==> src/fifo_replacement_tracker_core_macros.svh <==
// assertion macros shared by the tracker rtl
// no dependencies; bodies are empty when SYNTHESIS is defined
`ifndef FIFO_REPLACEMENT_TRACKER_CORE_MACROS_SVH
`define FIFO_REPLACEMENT_TRACKER_CORE_MACROS_SVH

`ifndef SYNTHESIS

// same-cycle implication
`define FRT_ASSERT_NOW(label, clk, rst_n, ante, cons) \
	label: assert property (@(posedge clk) disable iff (!rst_n) (ante) |-> (cons)) \
		else $error("frt assertion failed");

// next-cycle implication
`define FRT_ASSERT_NEXT(label, clk, rst_n, ante, cons) \
	label: assert property (@(posedge clk) disable iff (!rst_n) (ante) |=> (cons)) \
		else $error("frt assertion failed");

`else

`define FRT_ASSERT_NOW(label, clk, rst_n, ante, cons)
`define FRT_ASSERT_NEXT(label, clk, rst_n, ante, cons)

`endif

`endif

==> src/frt_pkg.sv <==
// shared types and constants of the fifo replacement tracker
// no dependencies
package frt_pkg;

	localparam int ID_BITS   = 16;
	localparam int TIME_BITS = 32;
	localparam int CFG_BITS  = 8;

	localparam logic [CFG_BITS-1:0]  CFG_RESET = 8'd1;
	localparam logic [TIME_BITS-1:0] TIME_MAX  = '1;

	// command codes
	localparam logic CMD_RESTART = 1'b0;
	localparam logic CMD_ACCESS  = 1'b1;

	typedef struct packed {
		logic               command;
		logic [ID_BITS-1:0] item_id;
	} frt_req_t;

	typedef struct packed {
		logic                 hit;
		logic                 evicted;
		logic [ID_BITS-1:0]   evicted_id;
		logic [TIME_BITS-1:0] event_time;
	} frt_rsp_t;

	// control broadcast to every cell
	typedef struct packed {
		logic restart;
		logic shift;
	} frt_cell_ctrl_t;

endpackage

==> src/frt_out_buf.sv <==
// two-entry result buffer that decouples the core from the consumer
// depends on frt_pkg
module frt_out_buf import frt_pkg::*; (
	input  logic     clk,
	input  logic     arst_n,
	input  logic     push,
	input  frt_rsp_t push_data,
	output logic     can_push,
	output logic     rsp_valid,
	input  logic     rsp_ready,
	output frt_rsp_t rsp
);

	logic [1:0] cnt_q;
	frt_rsp_t   head_q;
	frt_rsp_t   tail_q;
	logic       pop;

	assign pop       = rsp_valid && rsp_ready;
	assign rsp_valid = cnt_q != 2'd0;
	assign rsp       = head_q;
	assign can_push  = cnt_q != 2'd2;

	// occupancy
	always_ff @(posedge clk or negedge arst_n) begin
		if (!arst_n) begin
			cnt_q <= 2'd0;
		end else if (push && !pop) begin
			cnt_q <= cnt_q + 2'd1;
		end else if (pop && !push) begin
			cnt_q <= cnt_q - 2'd1;
		end
	end

	// entry storage, head is the oldest result
	always_ff @(posedge clk) begin
		if (pop && push) begin
			if (cnt_q == 2'd2) begin
				head_q <= tail_q;
				tail_q <= push_data;
			end else begin
				head_q <= push_data;
			end
		end else if (pop) begin
			head_q <= tail_q;
		end else if (push) begin
			if (cnt_q == 2'd0) begin
				head_q <= push_data;
			end else begin
				tail_q <= push_data;
			end
		end
	end

endmodule

==> config.mk <==
export PLATFORM = sky130hd
export DESIGN_NAME = frt_out_buf
export DESIGN_NICKNAME = d
export VERILOG_FILES = /design/src/fifo_replacement_tracker_core_macros.svh /design/src/frt_pkg.sv /design/src/frt_out_buf.sv
export SDC_FILE = /design/constraint.sdc
export NUM_CORES = 1
export LEC_CHECK = 0
export ABC_CLOCK_PERIOD_IN_PS = 7000
export BUFFER_PORTS_ARGS = -buffer_cell sky130_fd_sc_hd__buf_2
export CAP_MARGIN = 25
export CORE_ASPECT_RATIO = 0.8
export CORE_MARGIN = 2
export CORE_UTILIZATION = 50
export CTS_BUF_LIST = sky130_fd_sc_hd__clkbuf_8
export CTS_CLUSTER_DIAMETER = 150
export DETAILED_ROUTE_END_ITERATION = 6
export HOLD_SLACK_MARGIN = 0.06
export PLACE_DENSITY = 0.76
export SLEW_MARGIN = 0
export SYNTH_ARGS = -nofsm -noshare
export SYNTH_HDL_FRONTEND = slang
export SYNTH_SLANG_ARGS = --single-unit
==> constraint.sdc <==
create_clock -name clk -period 7 [get_ports clk]
set_input_delay 1.05 -clock clk [delete_from_list [all_inputs] [get_ports clk]]
set_output_delay 1.05 -clock clk [all_outputs]
set_load 0.02 [all_outputs]
After elaboration in Yosys (flattened, before gate mapping)
Index checks and enable logic that the tools add are counted.
Widths: inputs -> output; s select.

operators by class
  equal/unequal tests = 5
  muxes and demuxes = 12
  reductions and logical operators = 14
  $add $sub $neg = 2

operators by type and width
  operator             count
  $mux 50              10
  $reduce_bool 2->1    3
  $reduce_bool 3->1    2
  $logic_and 1x1->1    4
  $mux 2               2
  $ne 2x1->1 const B   2
  $ne 2x2->1 const B   2
  $reduce_and 4->1     1
  $add 2x1->2 const B  1
  $eq 2x2->1 const B   1
  $logic_not 1->1      2
  $logic_not 2->1      1
  $reduce_and 2->1     1
  $sub 2x1->2 const B  1

storage, ports and cells
  output and inout port bits = 52
  flip-flop bits (word level) = 102

Longest topological paths before layout
Gate-level depths: netlist of run 1.

  depth after elaboration = 5
  depth in mapped cells = 6
  mapped depth without buffers = 5

Worst setup path after synthesis of run 1
Ideal clock, no wire load.

  path type = input port to flip-flop
  start point = input port push
  end point = register head_q, in the netlist rsp[0], enable pin
  data required time = 6.473 ns
  setup slack = 1.858 ns
  arrival time = 4.615 ns
  library setup time = 0.527 ns
  stages = 2
  cells stage by stage = inv_1 -> o21ai_0

between the ends
  longest elaborated chain between the ends = 3
  elaborated cells between the ends (all ways) = 4

ends and longest elaborated chain
  element                                RTL line           text
  from (decl)                            frt_out_buf.sv:6   input logic push,
  $logic_and 1x1->1                      frt_out_buf.sv:37  if (pop && push) begin
  $reduce_bool 3->1 (no source line)     n/a
  $reduce_and 2->1 (no source line) (*)  n/a
  to (signal assigned)                   frt_out_buf.sv:39  head_q <= tail_q;
  to (signal assigned)                   frt_out_buf.sv:42  head_q <= push_data;
  to (signal assigned)                   frt_out_buf.sv:45  head_q <= tail_q;
  to (decl)                              frt_out_buf.sv:15  frt_rsp_t head_q;

Every way passes the cells marked *; elsewhere a longest branch is shown, timed or not.
A chain may end at the register's enable or synchronous reset.

Worst setup path after layout of run 1
  start point = register cnt_q[0]
  end point = output port rsp_valid

between the ends
  longest elaborated chain between the ends = 1

ends and longest elaborated chain
  element                 RTL line           text
  from (decl)             frt_out_buf.sv:14  logic [1:0] cnt_q;
  from (signal assigned)  frt_out_buf.sv:29  cnt_q <= cnt_q + 2'd1;
  from (signal assigned)  frt_out_buf.sv:31  cnt_q <= cnt_q - 2'd1;
  $reduce_bool 2->1       frt_out_buf.sv:20  assign rsp_valid = cnt_q != 2'd0;
  to (decl)               frt_out_buf.sv:9   output logic rsp_valid,

No other way between the ends.

==> impl_metrics.yaml, run 1 <==
status:
  outcome: "completed"
placed_design:
  dp_worst_setup_slack_ns: 4.30
  hpwl_mm: 4.13
  place_inst: 380
  portBuffers: 105
  gp_congestion: 0.690
global_route:
  antenna_found_initial: 0
  overflow: 0
  grt_pass1_wl_mm: 9.76
  grt_max_degree: 51
  grt_pass1_vias: 1952
  grt_usage_pct: 14.9
layout:
  final_util_pct: 62.0
  layout_commonest_cell: "buf_2"
  final_nets: 338
  area_growth_pct: 22.0
  final_cell_mix: "buf_2, edfxtp_1, mux2_4"
  drive_gt1_share_pct: 61.3
  diodes: 0
  fin_cells: 395
die:
  initial_core_util_pct: 50.8
  io_pins: 106
  coreArea_sq_um: 7800
  die_area_sq_um: 8660
  placementRows: 29
  dieHeight_um: 83.7
  die_w_um: 104
sta:
  fin_crit_sh_pct: 34.4
  slew_headroom_pct: 40.7
  rsz0062_at_grt: "no"
  fin_crit_ns: 2.40
  whs_ns: 0.462
  tightest_slew_ns: 0.890
  fin_worst_skew_ns: 0.0101
  hold_violations: 0
  setup_viol: 0
  fin_ws_ns: 4.60
  max_freq_mhz: 416
  finalMaxSlewViolations: 0
  fin_setup_tns_ns: 0
critical_path:
  crit_required_ns: 5.95
  cp_max_fo: 7
  arrival_ns: 1.35
  critical_path_class: "reg -> out"
  cp-start-kind: "flop"
  r2r-start: "cnt_q[0]"
  startpoint: "cnt_q[0]"
  critPathCaptureType: "output pin"
yosys:
  yosysTopAreaCell: "edfxtp_1"
  yosys_warnings: 0
  synth_area_sq_um: 3970
  ys_seq_area_share_pct: 77.0
  syn_inst: 171
  ys_ff_latch: 102
  yosysUniqueCellTypes: 17
  synth_nets: 226
  synth_top_area_share_pct: 75.7
  synth_area_leaders: "edfxtp_1, mux2_4, buf_6"
  avgSynthCellArea_sq_um: 23.2
clock_tree:
  cts_setup_buffers: 0
  ctsRootBufferMaster: "clkbuf_8"
  path_clk_slew_ns: 0.09
  ctsHoldBuffers: 0
  insertion_delay_ns: 0.35
  cts.sinks: 102
  cts_buffers: 9
  cts_tree: "yes"
  cts_resized: 0
  cts.htree.levels: 3
  clockBufferDepth: 2
flow_run:
  cap_violations: 0
drt:
  first_pass_iters: 4
  wl_mm: 6.10
  postRouteAntennaNets: 0
  wl_per_cell_um: 15.4
  drc: 0
  viasPerCell: 4.67
  vias: 1844
  drtIter0Drc: 68
power_and_ir_drop:
  peakVddDrop_mv: 0.198
  p_per_area_nw_per_um2: 405
  p_leak_nw: 2.02
min_path:
  hp-class: "in -> async"
==> kinds of logic after synthesis <==
group / count (synthesis) / synth area share, %
buf+inv: 7 / 1.70
simple gates: 5 / 0.663
compound gates: 3 / 0.726
flops: 102 / 77.0
xor+xnor: 3 / 0.663
mux: 50 / 18.9
fa+ha+maj: 1 / 0.316
==> layout make-up <==
class,instances,area [sq um]
multi-input combinational,62,857
clock buffer,9,124
clock inverter,6,110
fill,580,2970
tap,108,135
inverter,1,3.75
timing repair buffer,107,553
sequential,102,3050
==> per-stage QoR <==
step / cell area (sq um) / total power, W
floorplan: 3970 / 0.00141
global placement: 4580 / 0.00154
detailed placement: 4600 / 0.00156
CTS: 4840 / 0.00199
global route: 4840 / 0.00205
finish: 4840 / 0.00196
==> flip-flops by register name (all words and copies together), names as in the netlist <==
register	count
cnt_q	2
rsp	50
tail_q	50
==> worst paths after layout <==
kind	to	slack [ns]	cells after the start
worst max-delay path	rsp_valid	4.60	2
worst min-delay path	cnt_q[0]	0.46	1
worst max register to register	rsp[4]	4.79	3
worst min register to register	cnt_q[1]	0.55	1
max in group asynchronous	cnt_q[1]	6.45	1
min in group clk	cnt_q[1]	0.55	1
==> critical path, stage by stage, from the launching register on <==
cell and delay, ns:
dfrtp_1 0.48, or2_2 0.35, buf_2 0.17
==> layer usage <==
metal	global-route usage [%]	routed length [um]	up-vias
met1	16.8	2550	888
met4	3.32	27	0
met5	0	0	-
met2	24.9	3030	62
li1	-	-	892
met3	8.43	498	2
==> Yosys cell counts, drive strengths merged <==
library cell and number:
nand2 1, a21o 1, nand2b 1, buf 6, nor2 1, mux2 50
xor2 2, dfrtp 2, inv 1, o21ai 2, edfxtp 100, and3 1
or2 1, ha 1, xnor2 1
==> where the power goes <==
group	internal (W)	total [W]	leakage (nW)	switching, W
clock network	0.000236	0.000424	0.117	0.000188
registers	0.000902	0.000949	0.980	0.0000469
logic	0.000240	0.000584	0.918	0.000344
(Power assumes the default switching activity.)
==> run 2: changes to the inputs <==
--- a/config.mk
+++ b/config.mk
@@ -5,17 +5,17 @@
 export SDC_FILE = /design/constraint.sdc
 export NUM_CORES = 1
 export LEC_CHECK = 0
-export ABC_CLOCK_PERIOD_IN_PS = 7000
+export ABC_CLOCK_PERIOD_IN_PS = 1970
 export BUFFER_PORTS_ARGS = -buffer_cell sky130_fd_sc_hd__buf_2
 export CAP_MARGIN = 25
 export CORE_ASPECT_RATIO = 0.8
 export CORE_MARGIN = 2
-export CORE_UTILIZATION = 50
+export CORE_UTILIZATION = 49
 export CTS_BUF_LIST = sky130_fd_sc_hd__clkbuf_8
 export CTS_CLUSTER_DIAMETER = 150
 export DETAILED_ROUTE_END_ITERATION = 6
 export HOLD_SLACK_MARGIN = 0.06
-export PLACE_DENSITY = 0.76
+export PLACE_DENSITY = 0.78
 export SLEW_MARGIN = 0
 export SYNTH_ARGS = -nofsm -noshare
 export SYNTH_HDL_FRONTEND = slang
==> constraint.sdc (replaced) <==
create_clock -name clk -period 1.97 [get_ports clk]
set_input_delay 0.2955 -clock clk [delete_from_list [all_inputs] [get_ports clk]]
set_output_delay 0.2955 -clock clk [all_outputs]
set_load 0.02 [all_outputs]
==> run 2 against run 1 <==
Compared with the run above: cell count grew 1.3%; sequential power grew to 3.6 times the previous value; clock power grew to 2.8 times the previous value; non-clock buffer count grew 5; global-route usage shrank 0.67 points; worst setup slack lost 4.4 ns; clock-buffer cell count is the same; sequential share of layout area shrank 0.49 points; combinational power grew to 3.8 times the previous value; critical path type is now reg -> reg.
==> impl_metrics.yaml, run 2 (synthesis gave the netlist of run 1 again) <==
status:
  outcome: "completed"
critical_path:
  crit_chain: "o21ai_2, a21o_4, buf_12, mux2_4"
  path_delay_family: "flip-flops"
  cp_max_fo: 27
  crit_path_max_incr_delay_ns: 0.49
  arrival_ns: 1.85
  critical_path_class: "reg -> reg"
  slowest_stage: "dfrtp_1"
  cp.buffers_inverters: 1
  crit_required_ns: 2.08
  critPathCaptureType: "flop"
  cp-start-kind: "flop"
layout:
  fin_cells: 400
  drive_gt1_share_pct: 62.0
  final_util_pct: 61.9
  layout_commonest_cell: "buf_2"
  final_cell_area_sq_um: 4870
  final_nets: 343
  final_cell_mix: "buf_2, edfxtp_1, mux2_4"
  area_growth_pct: 22.9
  diodes: 0
clock_tree:
  cts_buffers: 9
  insertion_delay_ns: 0.36
  cts.sinks: 102
  cts.htree.levels: 3
  path_clk_slew_ns: 0.10
  clockBufferDepth: 2
  ctsRootBufferMaster: "clkbuf_8"
  cts_tree: "yes"
  cts_setup_buffers: 0
placed_design:
  dp_worst_setup_slack_ns: 0.257
  gp_congestion: 0.691
  place_inst: 384
  portBuffers: 105
  hpwl_mm: 4.11
  postPlaceCellArea_sq_um: 4680
power_and_ir_drop:
  peakVddDrop_mv: 1.06
  p_per_area_nw_per_um2: 1390
  p_leak_nw: 2.03
global_route:
  antenna_found_initial: 0
  grt_pass1_wl_mm: 9.36
  grt_max_degree: 30
  overflow: 0
  grt_pass1_vias: 1866
  grt_usage_pct: 14.2
die:
  dieHeight_um: 84.5
  io_pins: 106
  initial_core_util_pct: 50.4
  die_area_sq_um: 8830
  coreArea_sq_um: 7870
  die_w_um: 105
  placementRows: 29
drt:
  vias: 1865
  wl_per_cell_um: 14.8
  drc: 0
  postRouteAntennaNets: 0
  viasPerCell: 4.66
  wl_mm: 5.94
  first_pass_iters: 4
  drtIter0Drc: 51
sta:
  setup_viol: 0
  hold_violations: 0
  max_freq_mhz: 576
  rsz0062_at_grt: "no"
  whs_ns: 0.123
  fin_crit_sh_pct: 88.1
  finalMaxSlewViolations: 0
  tightest_slew_ns: 0.294
  slew_headroom_pct: 80.4
  fin_worst_skew_ns: 0.00602
  fin_crit_ns: 1.74
  fin_ws_ns: 0.234
flow_run:
  cap_violations: 0
min_path:
  hp-class: "in -> reg"
run 2: area by class of cell:
type | count | area (sq um)
clock buffers | 9 | 124
clock inverters | 6 | 55.1
fillers | 586 | 3000
inverters | 1 | 3.75
multi-input cells | 62 | 860
flip-flops and latches | 102 | 3050
well taps | 108 | 135
repair buffers | 112 | 643
run 2: repair_timing:
action,CTS,global route
resized for setup,0,0
hold buffers,1,0
endpoints found under the hold margin,2,0
run 2: per-layer routing:
layer,GRT usage [%],vias to the layer above,routed length (um)
li1,-,902,-
met1,18.9,884,2700
met2,21.6,74,2770
met3,5.75,5,429
met4,4.73,0,42
met5,0,-,0
run 2: path summary, 6_finish.rpt:
path | endpoint | slack (ns) | startpoint | cells after the start
max reg2reg | rsp[13] | 0.23 | cnt_q[0] | 4
max in group asynchronous | cnt_q[1] | 1.62 | arst_n | 2
min reg2reg | rsp[9] | 0.55 | tail_q[9] | 1
min | tail_q[44] | 0.12 | push_data[44] | 1
min in group asynchronous | cnt_q[0] | 0.25 | arst_n | 2
max | rsp[13] | 0.23 | cnt_q[0] | 4
run 2: report_power, final:
| part | total, W | switching, W | internal [W] |
|---|---|---|---|
| sequential | 0.00337 | 0.000173 | 0.00320 |
| combinational | 0.00221 | 0.00125 | 0.000962 |
| clock | 0.00118 | 0.000705 | 0.000476 |
| total | 0.00676 | 0.00212 | 0.00464 |
run 2: metrics by stage:
step / TNS (ns) / total power [W]
global route: 0 / 0.00710
global placement: 0 / 0.00562
detailed placement: 0 / 0.00567
finish: 0 / 0.00676
CTS: 0 / 0.00687
floorplan: -3.58 / 0.00499
==> run 3: changes to the inputs <==
--- a/config.mk
+++ b/config.mk
@@ -15,7 +15,7 @@
 export CTS_CLUSTER_DIAMETER = 150
 export DETAILED_ROUTE_END_ITERATION = 6
 export HOLD_SLACK_MARGIN = 0.06
-export PLACE_DENSITY = 0.78
+export PLACE_DENSITY = 0.83
 export SLEW_MARGIN = 0
 export SYNTH_ARGS = -nofsm -noshare
 export SYNTH_HDL_FRONTEND = slang
==> run 3 against run 2 <==
Compared with the run above: final area is 0.44% lower; fmax is 0.52% higher; clock power is 8% higher; combinational power is 2% lower; core utilization is 0.27 points lower; non-clock buffer count is 1 lower; register-to-register slack hardly changed; die area stayed put; hold slack hardly changed; critical path type unchanged; highest routed layer unchanged.
==> impl_metrics.yaml, run 3 (synthesis gave the netlist of run 1 again) <==
layout:
  area_growth_pct: 22.4
  diodes: 0
  layout_commonest_cell: "buf_2"
  final_nets: 342
  final_cell_mix: "buf_2, edfxtp_1, mux2_4"
  drive_gt1_share_pct: 61.0
status:
  outcome: "completed"
power_and_ir_drop:
  peakVddDrop_mv: 0.709
  p_leak_nw: 2.03
  p_total_w: 0.00680
  p_per_area_nw_per_um2: 1400
critical_path:
  cp_max_fo: 26
  critical_path_class: "reg -> reg"
  crit_required_ns: 2.08
  arrival_ns: 1.84
  cp-start-kind: "flop"
  critPathCaptureType: "flop"
clock_tree:
  insertion_delay_ns: 0.36
  path_clk_slew_ns: 0.09
  cts_buffers: 9
  clockBufferDepth: 2
  cts.sinks: 102
  cts.htree.levels: 3
  ctsRootBufferMaster: "clkbuf_8"
  cts_tree: "yes"
die:
  dieHeight_um: 84.5
  io_pins: 106
  die_area_sq_um: 8830
  die_w_um: 105
  initial_core_util_pct: 50.4
  coreArea_sq_um: 7870
  placementRows: 29
global_route:
  grt_pass1_wl_mm: 9.85
  grt_pass1_vias: 1959
  grt_usage_pct: 14.9
  antenna_found_initial: 0
  overflow: 0
  grt_max_degree: 50
sta:
  hold_violations: 0
  fin_crit_sh_pct: 87.7
  setup_viol: 0
  tightest_slew_ns: 0.344
  slew_headroom_pct: 77.0
  fin_setup_tns_ns: 0
  fin_crit_ns: 1.73
  fin_worst_skew_ns: 0.00473
  max_freq_mhz: 579
  finalMaxSlewViolations: 0
  rsz0062_at_grt: "no"
drt:
  viasPerCell: 4.73
  drc: 0
  vias: 1892
  wl_mm: 6.23
  drtIter0Drc: 33
  wl_per_cell_um: 15.6
  postRouteAntennaNets: 0
  first_pass_iters: 4
placed_design:
  gp_congestion: 0.722
  hpwl_mm: 4.22
  portBuffers: 105
min_path:
  hp-class: "in -> reg"
flow_run:
  cap_violations: 0
## run 3: final timing paths
kind / startpoint / to / slack, ns / cells after the start
setup / recovery: cnt_q[0] / rsp[47] / 0.24 / 4
hold / removal: push_data[43] / tail_q[43] / 0.12 / 1
setup reg to reg: cnt_q[0] / rsp[47] / 0.24 / 4
hold reg to reg: tail_q[27] / rsp[27] / 0.55 / 1
max in group asynchronous: arst_n / cnt_q[0] / 1.62 / 2
min in group asynchronous: arst_n / cnt_q[1] / 0.25 / 2
## run 3: timing repair
item                      CTS  global route
hold buffers                1             0
hold endpoints to repair    2             0
buffers inserted            0             0
gates resized for setup     0             0
## run 3: metrics by stage
step	hold WS, ns	instance area, sq um	cells	util (%)	setup slack [ns]
4_1_cts	0.100	4850	400	61.6	0.250
5_1_grt	0.0978	4850	400	61.6	0.183
3_3_place_gp	0.0822	4650	383	59.1	0.328
3_5_place_dp	0.0835	4650	383	59.1	0.268
6_report	0.123	4850	400	61.6	0.243
2_1_floorplan	-0.0000911	3980	171	-	-0.0717
## run 3: critical path, cell delays in order, from the launching register on
cell     delay (ns)
dfrtp_1        0.48
o21ai_2        0.28
a21o_4         0.16
buf_12         0.22
mux2_4         0.33
## run 3: cell type report
class	count	area, sq um
sequential	102	3050
fill	609	3020
multi-input combinational	62	860
timing repair buffer	111	611
tap	108	135
clock buffer	9	124
clock inverter	7	66.3
inverter	1	3.75
## run 3: power breakdown
| part | internal, W | leakage (nW) | switching, W |
|---|---|---|---|
| sequential | 0.00320 | 0.980 | 0.000170 |
| combinational | 0.000913 | 0.948 | 0.00125 |
| clock | 0.000581 | 0.0999 | 0.000685 |
## run 3: routing by layer
| metal | track usage (%) | part of all wire [%] | vias to the layer above |
|---|---|---|---|
| met5 | 0 | 0 | - |
| met4 | 7.15 | 1.2 | 0 |
| met3 | 6.60 | 8.6 | 9 |
| met2 | 23.8 | 49 | 72 |
| met1 | 17.5 | 41 | 913 |
| li1 | - | - | 898 |
