File: src/fifo_replacement_tracker_core_macros.svh
// assertion macros shared by the tracker rtl
// no dependencies; bodies are empty when SYNTHESIS is defined
`ifndef FIFO_REPLACEMENT_TRACKER_CORE_MACROS_SVH
`define FIFO_REPLACEMENT_TRACKER_CORE_MACROS_SVH

`ifndef SYNTHESIS

// same-cycle implication
`define FRT_ASSERT_NOW(label, clk, rst_n, ante, cons) \
	label: assert property (@(posedge clk) disable iff (!rst_n) (ante) |-> (cons)) \
		else $error("frt assertion failed");

// next-cycle implication
`define FRT_ASSERT_NEXT(label, clk, rst_n, ante, cons) \
	label: assert property (@(posedge clk) disable iff (!rst_n) (ante) |=> (cons)) \
		else $error("frt assertion failed");

`else

`define FRT_ASSERT_NOW(label, clk, rst_n, ante, cons)
`define FRT_ASSERT_NEXT(label, clk, rst_n, ante, cons)

`endif

`endif

File: src/frt_pkg.sv
// shared types and constants of the fifo replacement tracker
// no dependencies
package frt_pkg;

	localparam int ID_BITS   = 16;
	localparam int TIME_BITS = 32;
	localparam int CFG_BITS  = 8;

	localparam logic [CFG_BITS-1:0]  CFG_RESET = 8'd1;
	localparam logic [TIME_BITS-1:0] TIME_MAX  = '1;

	// command codes
	localparam logic CMD_RESTART = 1'b0;
	localparam logic CMD_ACCESS  = 1'b1;

	typedef struct packed {
		logic               command;
		logic [ID_BITS-1:0] item_id;
	} frt_req_t;

	typedef struct packed {
		logic                 hit;
		logic                 evicted;
		logic [ID_BITS-1:0]   evicted_id;
		logic [TIME_BITS-1:0] event_time;
	} frt_rsp_t;

	// control broadcast to every cell
	typedef struct packed {
		logic restart;
		logic shift;
	} frt_cell_ctrl_t;

endpackage

File: src/frt_cell.sv
// one slot of the replacement chain: holds an identifier and compares it
// depends on frt_pkg
module frt_cell import frt_pkg::*; #(
	parameter int IDX      = 0,
	parameter int ID_WIDTH = 16,
	parameter int CW       = 8
) (
	input  logic                clk,
	input  frt_cell_ctrl_t      ctrl,
	input  logic [CW-1:0]       count,
	input  logic [CW-1:0]       load_count,
	input  logic [ID_WIDTH-1:0] key,
	input  logic [ID_WIDTH-1:0] nbr_id,
	output logic [ID_WIDTH-1:0] id,
	output logic                match
);

	localparam logic [CW-1:0]       IDX_C    = CW'(IDX);
	localparam logic [ID_WIDTH-1:0] IDX_ID   = ID_WIDTH'(IDX);

	logic [ID_WIDTH-1:0] id_q;
	logic                active;
	logic                tail;

	// position relative to the live part of the chain
	assign active = IDX_C < count;
	assign tail   = (IDX_C + CW'(1)) == count;

	// compare against the probe identifier
	assign match = active && (id_q == key);
	assign id    = id_q;

	// load on restart, move one place toward the head on replacement
	always_ff @(posedge clk) begin
		if (ctrl.restart) begin
			id_q <= ID_WIDTH'(load_count) - IDX_ID;
		end else if (ctrl.shift) begin
			id_q <= tail ? key : nbr_id;
		end
	end

endmodule

File: config.mk
export PLATFORM = sky130hd
export DESIGN_NAME = frt_cell
export DESIGN_NICKNAME = d
export VERILOG_FILES = /design/src/fifo_replacement_tracker_core_macros.svh /design/src/frt_pkg.sv /design/src/frt_cell.sv
export SDC_FILE = /design/constraint.sdc
export NUM_CORES = 1
export LEC_CHECK = 0
export ABC_AREA = 1
export BUFFER_PORTS_ARGS = -buffer_cell sky130_fd_sc_hd__buf_2
export CAP_MARGIN = 20
export CORE_MARGIN = 5
export CORE_UTILIZATION = 48
export CTS_CLUSTER_DIAMETER = 60
export DETAILED_ROUTE_END_ITERATION = 10
export GPL_ROUTABILITY_DRIVEN = 0
export PLACE_DENSITY = 0.84
export SLEW_MARGIN = 15
export SYNTH_ARGS = -nofsm -noshare
export SYNTH_HDL_FRONTEND = slang
export SYNTH_SLANG_ARGS = --single-unit
File: constraint.sdc
create_clock -name clk -period 2.4 [get_ports clk]
set_input_delay 0.12 -clock clk [delete_from_list [all_inputs] [get_ports clk]]
set_output_delay 0.12 -clock clk [all_outputs]
set_load 0.1 [all_outputs]
Word level (Yosys, flattened, before mapping)
Index checks and enable logic that the tools add are counted.
{ "word_totals": {"reg_bits": 16, "latch_bits": 0, "ram_bits": 0, "romBits": 0, "input_bits": 51, "output_inout_bits": 17, "elab_cells": 10, "memories": 0} }
{ "classes": {"n_addsub": 0, "multipliers": 0, "n_div": 0, "magnitude_cmp": 1, "eq_ne": 2, "shifts": 0, "n_mux": 3, "bitwise_logic": 0, "reduce_logical": 2} }
{ "ops": {"columns": ["op", "count"], "rows": [
  ["$eq A16 B16 Y1", 1],
  ["$mux W16", 1],
  ["$mux W8", 2],
  ["$eq A1 B8 Y1 const A", 1],
  ["$lt A1 B8 Y1 const A", 1],
  ["$reduce_bool A2 Y1", 1],
  ["$logic_and A1 B1 Y1", 1]
]} }

Logic depth before layout (Yosys ltp)
Gate-level depths: netlist (run 1).
{ "depth": {"ltp_word": 4, "mapped_depth": 8, "mapped_depth_nobuf": 7} }

Least setup slack after synthesis (run 1)
No wires, ideal clock.
{ "synth_path": {"path_kind": "flip-flop to output port", "start": "reg id_q[8], in the netlist id[8]", "end": "out match", "t_arrival_ps": 2603, "required_time_ps": 2280, "slack_ps": -323, "stages_incl_launch_ff": 7, "n_path_buf": 0, "path_cell_list": "dfxtp_1 -> nand2_1 -> nand2_1 -> nand2_1 -> nor2_1 -> nand3_1 -> nor2_1"} }
{ "synth_between": {"elab_chain_cells": 2} }
{ "synth_lines": {"columns": ["item", "line_no", "source"], "rows": [
  ["start, declared", "frt_cell.sv:21", "logic [ID_WIDTH-1:0] id_q;"],
  ["start signal, assigned", "frt_cell.sv:36", "id_q <= ID_WIDTH'(load_count) - IDX_ID;"],
  ["start signal, assigned", "frt_cell.sv:38", "id_q <= tail ? key : nbr_id;"],
  ["$eq A16 B16 Y1", "frt_cell.sv:30", "assign match = active && (id_q == key);"],
  ["$logic_and A1 B1 Y1", "frt_cell.sv:30", null],
  ["end, declared", "frt_cell.sv:15", "output logic match"]
]} }
Every way passes these cells.

Worst setup path after layout (run 1)
{ "layout_path": {"start": "reg id_q[5], in the netlist id[5]", "end": "out match"} }
The elaborated chain is that of the path after synthesis.

==> results of run 1 <==
[routing by layer]
layer,vias up,part of all wire [%]
met3,4,8.5
met2,42,50
li1,748,-
met1,623,41
met4,0,0.95
met5,-,0
[stage by stage]
| stage | util (%) | instance area, um^2 | hold slack (ns) | total power (uW) | cells |
|---|---|---|---|---|---|
| floorplan | - | 1280 | 0.278 | 603 | 204 |
| global placement | 63.9 | 1600 | 0.377 | 680 | 295 |
| detailed placement | 63.9 | 1600 | 0.383 | 685 | 295 |
| CTS | 64.9 | 1620 | 0.0816 | 839 | 299 |
| global route | 64.9 | 1620 | 0.0895 | 879 | 299 |
| finish | 64.9 | 1620 | 0.0842 | 831 | 299 |
[kinds of logic (layout without fill, tap and decap cells)]
group	after synthesis	in the layout	share of synthesized area [%]
xor+xnor	5	5	3.43
buf+inv	51	116	17.5
simple gates	122	122	43.7
compound gates	10	10	3.92
flops	16	16	31.4
[cells in the final DEF, fill, tap and decap left out]
cell type,synthesis,routed
a21oi_1,2,2
buf_2,2,67
clkbuf_1,0,1
clkbuf_4,0,3
dfxtp_1,8,8
edfxtp_1,8,8
inv_1,42,42
inv_2,3,3
nand2_1,75,75
nand2_2,2,2
nand2_4,1,1
nand3_1,29,29
nand3b_1,5,5
nor2_1,6,5
nor2_2,0,1
nor2_4,2,2
nor2_8,1,1
nor3_1,1,1
o21ai_1,8,8
xnor2_1,1,1
xor2_1,4,4
[where the power goes]
group          total (uW)  internal (uW)  switching [uW]
Clock                 154           64.5            89.6
Sequential            329            313            15.6
Combinational         349           84.2             264
Total                 831            462             369
[worst min path at each step]
stage | startpoint | end | slack [ns] | cells after the start
6_report | nbr_id[13] | id[13]$_SDFFE_PP0P_ | 0.08 | 3
5_1_grt | load_count[3] | id[3]$_DFFE_PP_ | 0.09 | 3
4_1_cts | nbr_id[13] | id[13]$_SDFFE_PP0P_ | 0.08 | 3
3_5_place_dp | nbr_id[13] | id[13]$_SDFFE_PP0P_ | 0.38 | 3
3_3_place_gp | nbr_id[10] | id[10]$_SDFFE_PP0P_ | 0.38 | 3
2_1_floorplan | nbr_id[10] | id[10]$_SDFFE_PP0P_ | 0.28 | 2
[cell type report]
type / instances / area [um^2]
well taps: 30 / 37.5
multi-input cells: 137 / 654
flip-flops and latches: 16 / 400
inverters: 45 / 169
fillers: 266 / 877
repair buffers: 67 / 335
clock buffers: 4 / 26.3
[worst register-to-register path, cell delays in order, from the launching register on]
cell	delay, ns
dfxtp_1	0.36
inv_1	0.06
o21ai_1	0.14
==> key figures, run 1 <==
Status
  – Status: complete, no violations

Critical path
  – Critical path class: flop to output pin
  – R2r startpoint: id[8]$_SDFFE_PP0P_
  – Critical Path Stages: 8
  – CP max stage delay: 0.43 ns
  – CP dominant cell by count: nand2_1
  – Crit-path cells: inv_1, nand2_1, nand2_1, nand2_1, nor2_1, nand3_1, nor2_2, buf_2
  – Buf+Inv Stages, Crit Path: 2
  – Crit path DAT: 1.66 ns
  – CP Max Fanout: 3
  – CP startpoint kind: flop
  – CP endpoint kind: output pin
  – Worst reg-to-reg path cell count: 2
  – Slowest-stage cell, CP: buf_2
  – R2r setup slk: 1.77 ns
  – Worst Setup SP: id[5]$_DFFE_PP_
  – CP delay by family, top: buffers and inverters
  – Critical Path End: match
  – Required time at the worst-slack endpoint: 2.28 ns
  – Worst reg2reg endpoint: id[8]$_SDFFE_PP0P_

GRT
  – GR Layer Usage met1: 20.5%
  – Largest net degree at the start of global routing: 21
  – First-pass GRT wire length: 5040 um
  – Total Routing Usage GR: 17.9%
  – GRT Residual Overflow: 0
  – Busiest layer in global routing: met2
  – Vias in the first global route: 1277
  – Initial antenna violation count: 0
  – GR Util met3: 4.40%
  – Grt met2 use: 32.1%

Floorplan
  – DIE AREA: 0.00379 mm^2
  – FP Rows: 18
  – Core Region: 0.00250 mm^2
  – Initial Util: 51.1%
  – Ports: 68
  – Die height: 61.6 um
  – Die X: 61.6 um

Timing
  – Max Slew Vio Count: 0
  – Max Fclk: 561 MHz
  – Minimum clock period: 1.78 ns
  – Setup Total Neg Slack: 0 ns
  – Final hold violations: 0
  – Final setup violation count: 0
  – Actual slew at the worst max-slew pin: 0.598 ns
  – Final Worst Setup Slack: 0.618 ns
  – Clock Skew: 0 ns
  – Tcrit/Tclk final: 74.2%
  – RSZ-0062 raised after global routing: no
  – Relative slew slack: 60.0%

Clock tree
  – CTS hold repair buffers: 0
  – Maximum root-to-sink buffer count: 2
  – Setup bufs post-CTS: 0
  – CTS clk-pin slew, worst paths: 0.10 ns
  – CTS tree: built
  – Root Driver: clkbuf_4
  – Num CTS Buffers: 3
  – CTS resizes: 0
  – Htree depth: 1
  – # clock sinks: 16
  – Clock latency at the later pin of the worst-skew pair: 0.28 ns

Synthesis
  – Post-synth top area cell: nand2_1
  – Flops & latches, synth: 16
  – Top post-synthesis cells by count: nand2_1, inv_1, nand3_1
  – EDFF count, synth: 8
  – Most frequent cell after synthesis: nand2_1
  – Top cell type's share of synthesized area: 22.1%
  – Syn Inst Count: 204
  – Synth area leaders: nand2_1, edfxtp_1, dfxtp_1, inv_1, nand3_1
  – Top FF cell, synth: edfxtp_1
  – Ys async rst share: 0%
  – Netlist cell types: 19
  – Register area share after synthesis: 31.4%
  – Synthesized cell area: 0.00128 mm^2
  – Syn nets: 255
  – Syn Area/Cell: 6.26 um^2
  – Yosys warns: 0

Placement
  – Port bufs: 67
  – Dpl ws: 0.940 ns
  – DP HPWL: 2590 um

Layout
  – Net total in the final layout: 321
  – Area grow syn2layout: 27.2%
  – Layout cell share with drive strength beyond 1: 29.7%
  – Max FFs per register: 16
  – ANT cells: 0

Route
  – Drt via density: 4.74
  – DRT Wirelength: 3270 um
  – ANT nets after route: 0
  – First drt pass iteration count: 4
  – Via count: 1417
  – Routed wire per std cell: 10.9 um
  – Initial DRC count: 35
  – DRC Markers: 0

Pwr
  – VDD IR max: 0.393 mV
  – Leak pwr: 0.000998 uW
  – Power per Cell Area: 512 mW/mm^2

Job
  – Max cap viols: 0

Hold path
  – Class of the worst hold path: primary input to flop
No activity file was read; power rests on OpenSTA's default activity.
==> inputs of run 2 (changes only) <==
--- a/config.mk
+++ b/config.mk
@@ -9,11 +9,11 @@
 export BUFFER_PORTS_ARGS = -buffer_cell sky130_fd_sc_hd__buf_2
 export CAP_MARGIN = 20
 export CORE_MARGIN = 5
-export CORE_UTILIZATION = 48
+export CORE_UTILIZATION = 40
 export CTS_CLUSTER_DIAMETER = 60
 export DETAILED_ROUTE_END_ITERATION = 10
 export GPL_ROUTABILITY_DRIVEN = 0
-export PLACE_DENSITY = 0.84
+export PLACE_DENSITY = 0.74
 export SLEW_MARGIN = 15
 export SYNTH_ARGS = -nofsm -noshare
 export SYNTH_HDL_FRONTEND = slang
==> constraint.sdc (replaced) <==
create_clock -name clk -period 1.4 [get_ports clk]
set_input_delay 0.07 -clock clk [delete_from_list [all_inputs] [get_ports clk]]
set_output_delay 0.07 -clock clk [all_outputs]
set_load 0.1 [all_outputs]
==> run 2 against run 1 <==
- the run now ends with setup timing left
- routed wire length rose by 3.0%
- non-clock buffer count rose by 3
- worst setup slack got worse by 0.75 ns
- register-to-register slack got worse by 0.99 ns
- sequential power increased by 71%
- sequential share of layout area down 1.2 points
- utilization fell by 8.4 points
- first-iteration DRC count is 46% higher
- via count shrank 1.1%
- clock skew did not move
- total power up 79%
- combinational power rose by 75%
- critical path type unchanged
- largest cell class unchanged
==> key figures, run 2 (same netlist as run 1, synthesis figures left out) <==
Status
  – Status: finished, violations left
  – Failing checks: setup timing

Route
  – Initial DRC count: 51 (+46%)
  – DRT Wirelength: 3370 um (+3.0%)
  – Drt via density: 4.44 (-6.4%)
  – First drt pass iteration count: 4 (unchanged)
  – Routed wire per std cell: 10.7 um (-2.6%)
  – Via count: 1402 (-1.1%)
  – ANT nets after route: 0 (unchanged)
  – DRC Markers: 0 (unchanged)

Pwr
  – Int Pwr: 848 uW (+84%)
  – Power per Cell Area: 865 mW/mm^2 (+69%)
  – Sequential share of power: 37.8% (-1.7 points)
  – VDD IR max: 0.559 mV (+42%)
  – Clock share of power: 21.1% (+2.6 points)
  – Switch Pwr: 642 uW (+74%)
  – Leak pwr: 0.00103 uW (+2.8%)
  – Switching Share: 43.1% (-1.3 points)
  – Gate power share: 41.1% (-0.8 points)

Critical path
  – CP max stage delay: 0.43 ns (about the same)
  – CP Max Fanout: 3 (unchanged)
  – CP startpoint kind: flop
  – CP endpoint kind: output pin
  – R2r startpoint: id[15]$_SDFFE_PP0P_
  – Crit-path cells: inv_1, nand2_1, nand2_1, nand2_2, nor2_4, nand3_2, nor2_4, buf_12
  – Slowest-stage cell, CP: edfxtp_1
  – Critical path class: flop to output pin
  – Worst Setup SP: id[4]$_DFFE_PP_
  – Crit path DAT: 1.46 ns (-0.20 ns)
  – Required time at the worst-slack endpoint: 1.33 ns (-0.95 ns)

Layout
  – ANT cells: 0 (unchanged)
  – Max FFs per register: 16 (unchanged)
  – Area grow syn2layout: 35.1%
  – Core Util, Final: 56.5% (-8.4 points)
  – Most frequent cells in the layout: nand2_1, buf_2, inv_1
  – Most common cell after layout, fill and taps aside: nand2_1
  – # fillers: 344 (+29%)
  – Non-filler cells, final: 316 (+5.7%)
  – Net total in the final layout: 324 (+0.93%)
  – Layout cell share with drive strength beyond 1: 33.1% (+3.3 points)
  – Design area: 0.00172 mm^2 (+6.2%)

Placement
  – Port bufs: 67 (unchanged)
  – DP Cell Count: 312 (+5.8%)
  – Area post-placement: 0.00167 mm^2 (+4.8%)
  – DP HPWL: 2640 um (+1.6%)

Timing
  – Minimum clock period: 1.53 ns
  – Final hold violations: 0 (unchanged)
  – Relative slew slack: 67.0% (+7.0 points)
  – Actual slew at the worst max-slew pin: 0.498 ns (-0.100 ns)
  – Tcrit/Tclk final: 109%
  – Final setup violation count: 1 (+1)
  – Max Slew Vio Count: 0 (unchanged)
  – Final Worst Setup Slack: -0.130 ns (-0.748 ns)
  – RSZ-0062 raised after global routing: yes
  – Hold Slack: 0.0302 ns (-0.0540 ns)
  – Clock Skew: 0 ns (unchanged)
  – Max Fclk: 654 MHz

Clock tree
  – Setup bufs post-CTS: 0 (unchanged)
  – Num CTS Buffers: 3 (unchanged)
  – CTS clk-pin slew, worst paths: 0.10 ns (about the same)
  – Maximum root-to-sink buffer count: 2 (unchanged)
  – Clock latency at the later pin of the worst-skew pair: 0.29 ns (about the same)
  – CTS resizes: 2 (+2)
  – Root Driver: clkbuf_4
  – CTS hold repair buffers: 0 (unchanged)
  – Htree depth: 1 (unchanged)
  – CTS tree: built
  – # clock sinks: 16 (unchanged)

GRT
  – GRT Residual Overflow: 0 (unchanged)
  – First-pass GRT wire length: 5290 um (+4.9%)
  – Vias in the first global route: 1278 (+0.078%)
  – Total Routing Usage GR: 15.3% (-2.6 points)
  – Largest net degree at the start of global routing: 21 (unchanged)
  – Initial antenna violation count: 0 (unchanged)

Floorplan
  – FP Rows: 20 (+2)
  – Initial Util: 41.8% (-9.2 points)
  – Core Region: 0.00305 mm^2 (+22%)
  – Ports: 68 (unchanged)
  – Die X: 66.5 um (+8.0%)
  – Die height: 66.5 um (+8.0%)
  – DIE AREA: 0.00442 mm^2 (+17%)

Job
  – Max cap viols: 0 (unchanged)

Hold path
  – Hold path start: nbr_id[13]
  – Class of the worst hold path: primary input to flop
==> run 2: stage by stage <==
| stage | TNS [ns] | total power [uW] | worst slack [ns] |
|---|---|---|---|
| finish | -0.130 | 1490 | -0.130 |
| global route | -0.217 | 1570 | -0.217 |
| CTS | -0.160 | 1500 | -0.160 |
| detailed placement | 0 | 1180 | 0.131 |
| global placement | 0 | 1180 | 0.122 |
| floorplan | -0.537 | 1040 | -0.537 |
==> run 2: area by class of cell <==
cell class / count / area (um^2) / area share [%]
Multi-Input combinational cell: 137 / 674 / 39.1
Sequential cell: 16 / 404 / 23.4
Timing Repair Buffer: 70 / 385 / 22.4
Inverter: 45 / 169 / 9.80
Tap cell: 44 / 55.1 / 3.19
Clock buffer: 4 / 36.3 / 2.10
==> run 2: power groups by stage <==
stage | combinational [uW] | clock [uW] | sequential (uW)
floorplan | 169 | 0 | 866
global placement | 608 | 0 | 572
detailed placement | 610 | 0 | 574
CTS | 614 | 323 | 563
global route | 658 | 343 | 569
finish | 612 | 315 | 564
==> run 2: path summary, 6_finish.rpt <==
check                           slack, ns             endpoint  cells after the start
worst min-delay path                 0.03  id[13]$_SDFFE_PP0P_                      3
worst max register to register       0.78  id[15]$_SDFFE_PP0P_                      2
worst max-delay path                -0.13                match                      8
worst min register to register       0.48   id[8]$_SDFFE_PP0P_                      2
==> run 2: metal layers <==
metal  track usage, %  vias up  wire length (um)
met1             17.9      605              1440
met2             28.1       45              1660
li1                 -      750                 -
met5                0        -                 0
met3             4.55        2               258
met4             1.52        0                 9
==> run 2: critical path, delay by kind of cell (launching register included) <==
| family | cells | cell delay (ns) |
|---|---|---|
| buffers and inverters | 2 | 0.25 |
| flip-flops | 1 | 0.43 |
| AND/OR/NAND/NOR | 6 | 0.50 |
==> inputs of run 3 (changes only) <==
--- a/config.mk
+++ b/config.mk
@@ -8,8 +8,10 @@
 export ABC_AREA = 1
 export BUFFER_PORTS_ARGS = -buffer_cell sky130_fd_sc_hd__buf_2
 export CAP_MARGIN = 20
+export CELL_PAD_IN_SITES_DETAIL_PLACEMENT = 1
+export CELL_PAD_IN_SITES_GLOBAL_PLACEMENT = 1
 export CORE_MARGIN = 5
-export CORE_UTILIZATION = 40
+export CORE_UTILIZATION = 26
 export CTS_CLUSTER_DIAMETER = 60
 export DETAILED_ROUTE_END_ITERATION = 10
 export GPL_ROUTABILITY_DRIVEN = 0
==> run 3 against run 2 <==
- the flow still finishes with violations (setup timing)
- register-to-register slack about the same
- total power up 7.9%
- count of clock-buffer cells in the layout unchanged
- hold slack better by 0.052 ns
- routed wire length up 23%
- critical endpoint unchanged
- largest cell class unchanged
==> key figures, run 3 (same netlist as run 1, synthesis figures left out) <==
Timing
  – RSZ-0062 raised after global routing: yes
  – Actual slew at the worst max-slew pin: 0.503 ns (+0.00475 ns)
  – Final Worst Setup Slack: -0.0898 ns (+0.0404 ns)
  – Max Slew Vio Count: 0 (unchanged)
  – Final setup violation count: 1 (unchanged)
  – Final hold violations: 0 (unchanged)
  – Tcrit/Tclk final: 106% (-2.9 points)
  – Max Fclk: 671 MHz (+2.7%)
  – Relative slew slack: 66.7% (-0.31 points)
  – Setup Total Neg Slack: -0.0898 ns (+0.0404 ns)
  – Minimum clock period: 1.49 ns (-0.0404 ns)
  – Clock Skew: 0 ns (unchanged)

Status
  – Failing checks: setup timing
  – Status: finished, violations left

Placement
  – DP Cell Count: 334 (+7.1%)
  – DP HPWL: 3420 um (+30%)
  – Dpl ws: 0.125 ns (-0.00617 ns)
  – Port bufs: 67 (unchanged)

Route
  – First drt pass iteration count: 4 (unchanged)
  – Routed wire per std cell: 12.2 um (+15%)
  – Initial DRC count: 72 (+41%)
  – DRT Wirelength: 4140 um (+23%)
  – Drt via density: 4.24 (-4.3%)
  – DRC Markers: 0 (unchanged)
  – Via count: 1439 (+2.6%)
  – ANT nets after route: 0 (unchanged)

Clock tree
  – CTS clk-pin slew, worst paths: 0.07 ns (-0.03 ns)
  – Num CTS Buffers: 3 (unchanged)
  – CTS hold repair buffers: 0 (unchanged)
  – Root Driver: clkbuf_8
  – Maximum root-to-sink buffer count: 2 (unchanged)
  – # clock sinks: 16 (unchanged)
  – Clock latency at the later pin of the worst-skew pair: 0.25 ns (-0.04 ns)
  – Htree depth: 1 (unchanged)
  – CTS tree: built

GRT
  – Vias in the first global route: 1570 (+23%)
  – GRT Residual Overflow: 0 (unchanged)
  – Largest net degree at the start of global routing: 21 (unchanged)
  – First-pass GRT wire length: 6980 um (+32%)
  – Initial antenna violation count: 0 (unchanged)
  – Total Routing Usage GR: 13.7% (-1.6 points)

Layout
  – # fillers: 683 (+99%)
  – Area grow syn2layout: 38.6%
  – ANT cells: 0 (unchanged)
  – Layout cell share with drive strength beyond 1: 33.5% (+0.37 points)
  – Most common cell after layout, fill and taps aside: nand2_1
  – Most frequent cells in the layout: nand2_1, buf_2, inv_1
  – Net total in the final layout: 324 (unchanged)
  – Non-filler cells, final: 339 (+7.3%)
  – Max FFs per register: 16 (unchanged)

Pwr
  – VDD IR max: 0.399 mV (-29%)
  – Power per Cell Area: 909 mW/mm^2 (+5.2%)
  – Leak pwr: 0.00103 uW (+0.69%)
  – Tot Pwr: 1610 uW (+7.9%)

Critical path
  – CP startpoint kind: flop
  – CP endpoint kind: output pin
  – CP dominant cell by count: nand2_1
  – Slowest-stage cell, CP: edfxtp_1
  – Crit-path cells: inv_1, nand2_1, nand2_1, nand2_1, nor2_2, nand3_2, nor2_4, buf_12
  – CP max stage delay: 0.42 ns (about the same)
  – Critical path class: flop to output pin
  – CP Max Fanout: 3 (unchanged)
  – Worst reg-to-reg path cell count: 2 (unchanged)
  – Required time at the worst-slack endpoint: 1.33 ns (about the same)
  – Crit path DAT: 1.42 ns (-0.04 ns)

Floorplan
  – Initial Util: 26.8% (-15 points)
  – Ports: 68 (unchanged)
  – DIE AREA: 0.00641 mm^2 (+45%)
  – Die X: 80.1 um (+20%)
  – FP Rows: 25 (+25%)
  – Core Region: 0.00475 mm^2 (+56%)
  – Die height: 80.1 um (+20%)

Hold path
  – Hold path depth: 3 (unchanged)
  – Class of the worst hold path: primary input to flop

Job
  – Max cap viols: 0 (unchanged)
## run 3: cell count changes in the layout (fill, tap and decap cells not counted)
cell | before | now
nand2_1 | 74 | 75
clkbuf_4 | 3 | 0
clkbuf_8 | 1 | 4
nor2_1 | 4 | 2
nand2_2 | 3 | 2
nor2_4 | 4 | 3
nor2_2 | 0 | 3
## run 3: worst max-delay path, delay by kind of cell, from the launching register on
kind	cells	cell delay, ns
and+or+nand+nor	6	0.50
DFF	1	0.42
buffers and inverters	2	0.25
## run 3: layout make-up
class                      instances  area (um^2)  area share, %
timing repair buffer              70          385           21.8
multi-input combinational        137          672           38.0
clock buffer                       4         55.1           3.11
sequential                        16          404           22.8
tap                               67         83.8           4.74
inverter                          45          169           9.55
## run 3: path summary, 6_finish.rpt
path | start | end | slack (ns)
min reg2reg | id[9]$_SDFFE_PP0P_ | id[9]$_SDFFE_PP0P_ | 0.50
max | id[4]$_DFFE_PP_ | match | -0.09
max reg2reg | id[11]$_SDFFE_PP0P_ | id[11]$_SDFFE_PP0P_ | 0.78
min | nbr_id[13] | id[13]$_SDFFE_PP0P_ | 0.08
## run 3: stage by stage
step                hold WS, ns  instance area (um^2)  utilization [%]
floorplan                 0.228                  1290                -
global placement          0.336                  1690             35.6
detailed placement        0.341                  1690             35.6
CTS                      0.0819                  1760             36.9
global route             0.0848                  1770             37.2
finish                   0.0821                  1770             37.2
## run 3: where the power goes
part	internal (uW)	total [uW]	switching, uW	leakage, uW
combinational	154	622	469	0.000855
clock	249	420	170	0.0000288
sequential	538	567	28.5	0.000149
total	942	1610	667	0.00103
## run 3: metal layers
layer	vias to the layer above	part of all wire (%)	global-route usage (%)	wire (um)
met1	648	44	17.1	1820
li1	753	-	-	-
met3	2	5.6	2.47	232
met2	36	50	24.2	2070
met4	0	0.36	3.04	15
met5	-	0	0	0
## run 3: what timing repair did
action	4_1_cts	5_1_grt
endpoints found under the setup margin	1	1
cloned	0	0
endpoints found under the hold margin	0	0
resized for setup	2	2
buffers inserted	0	1
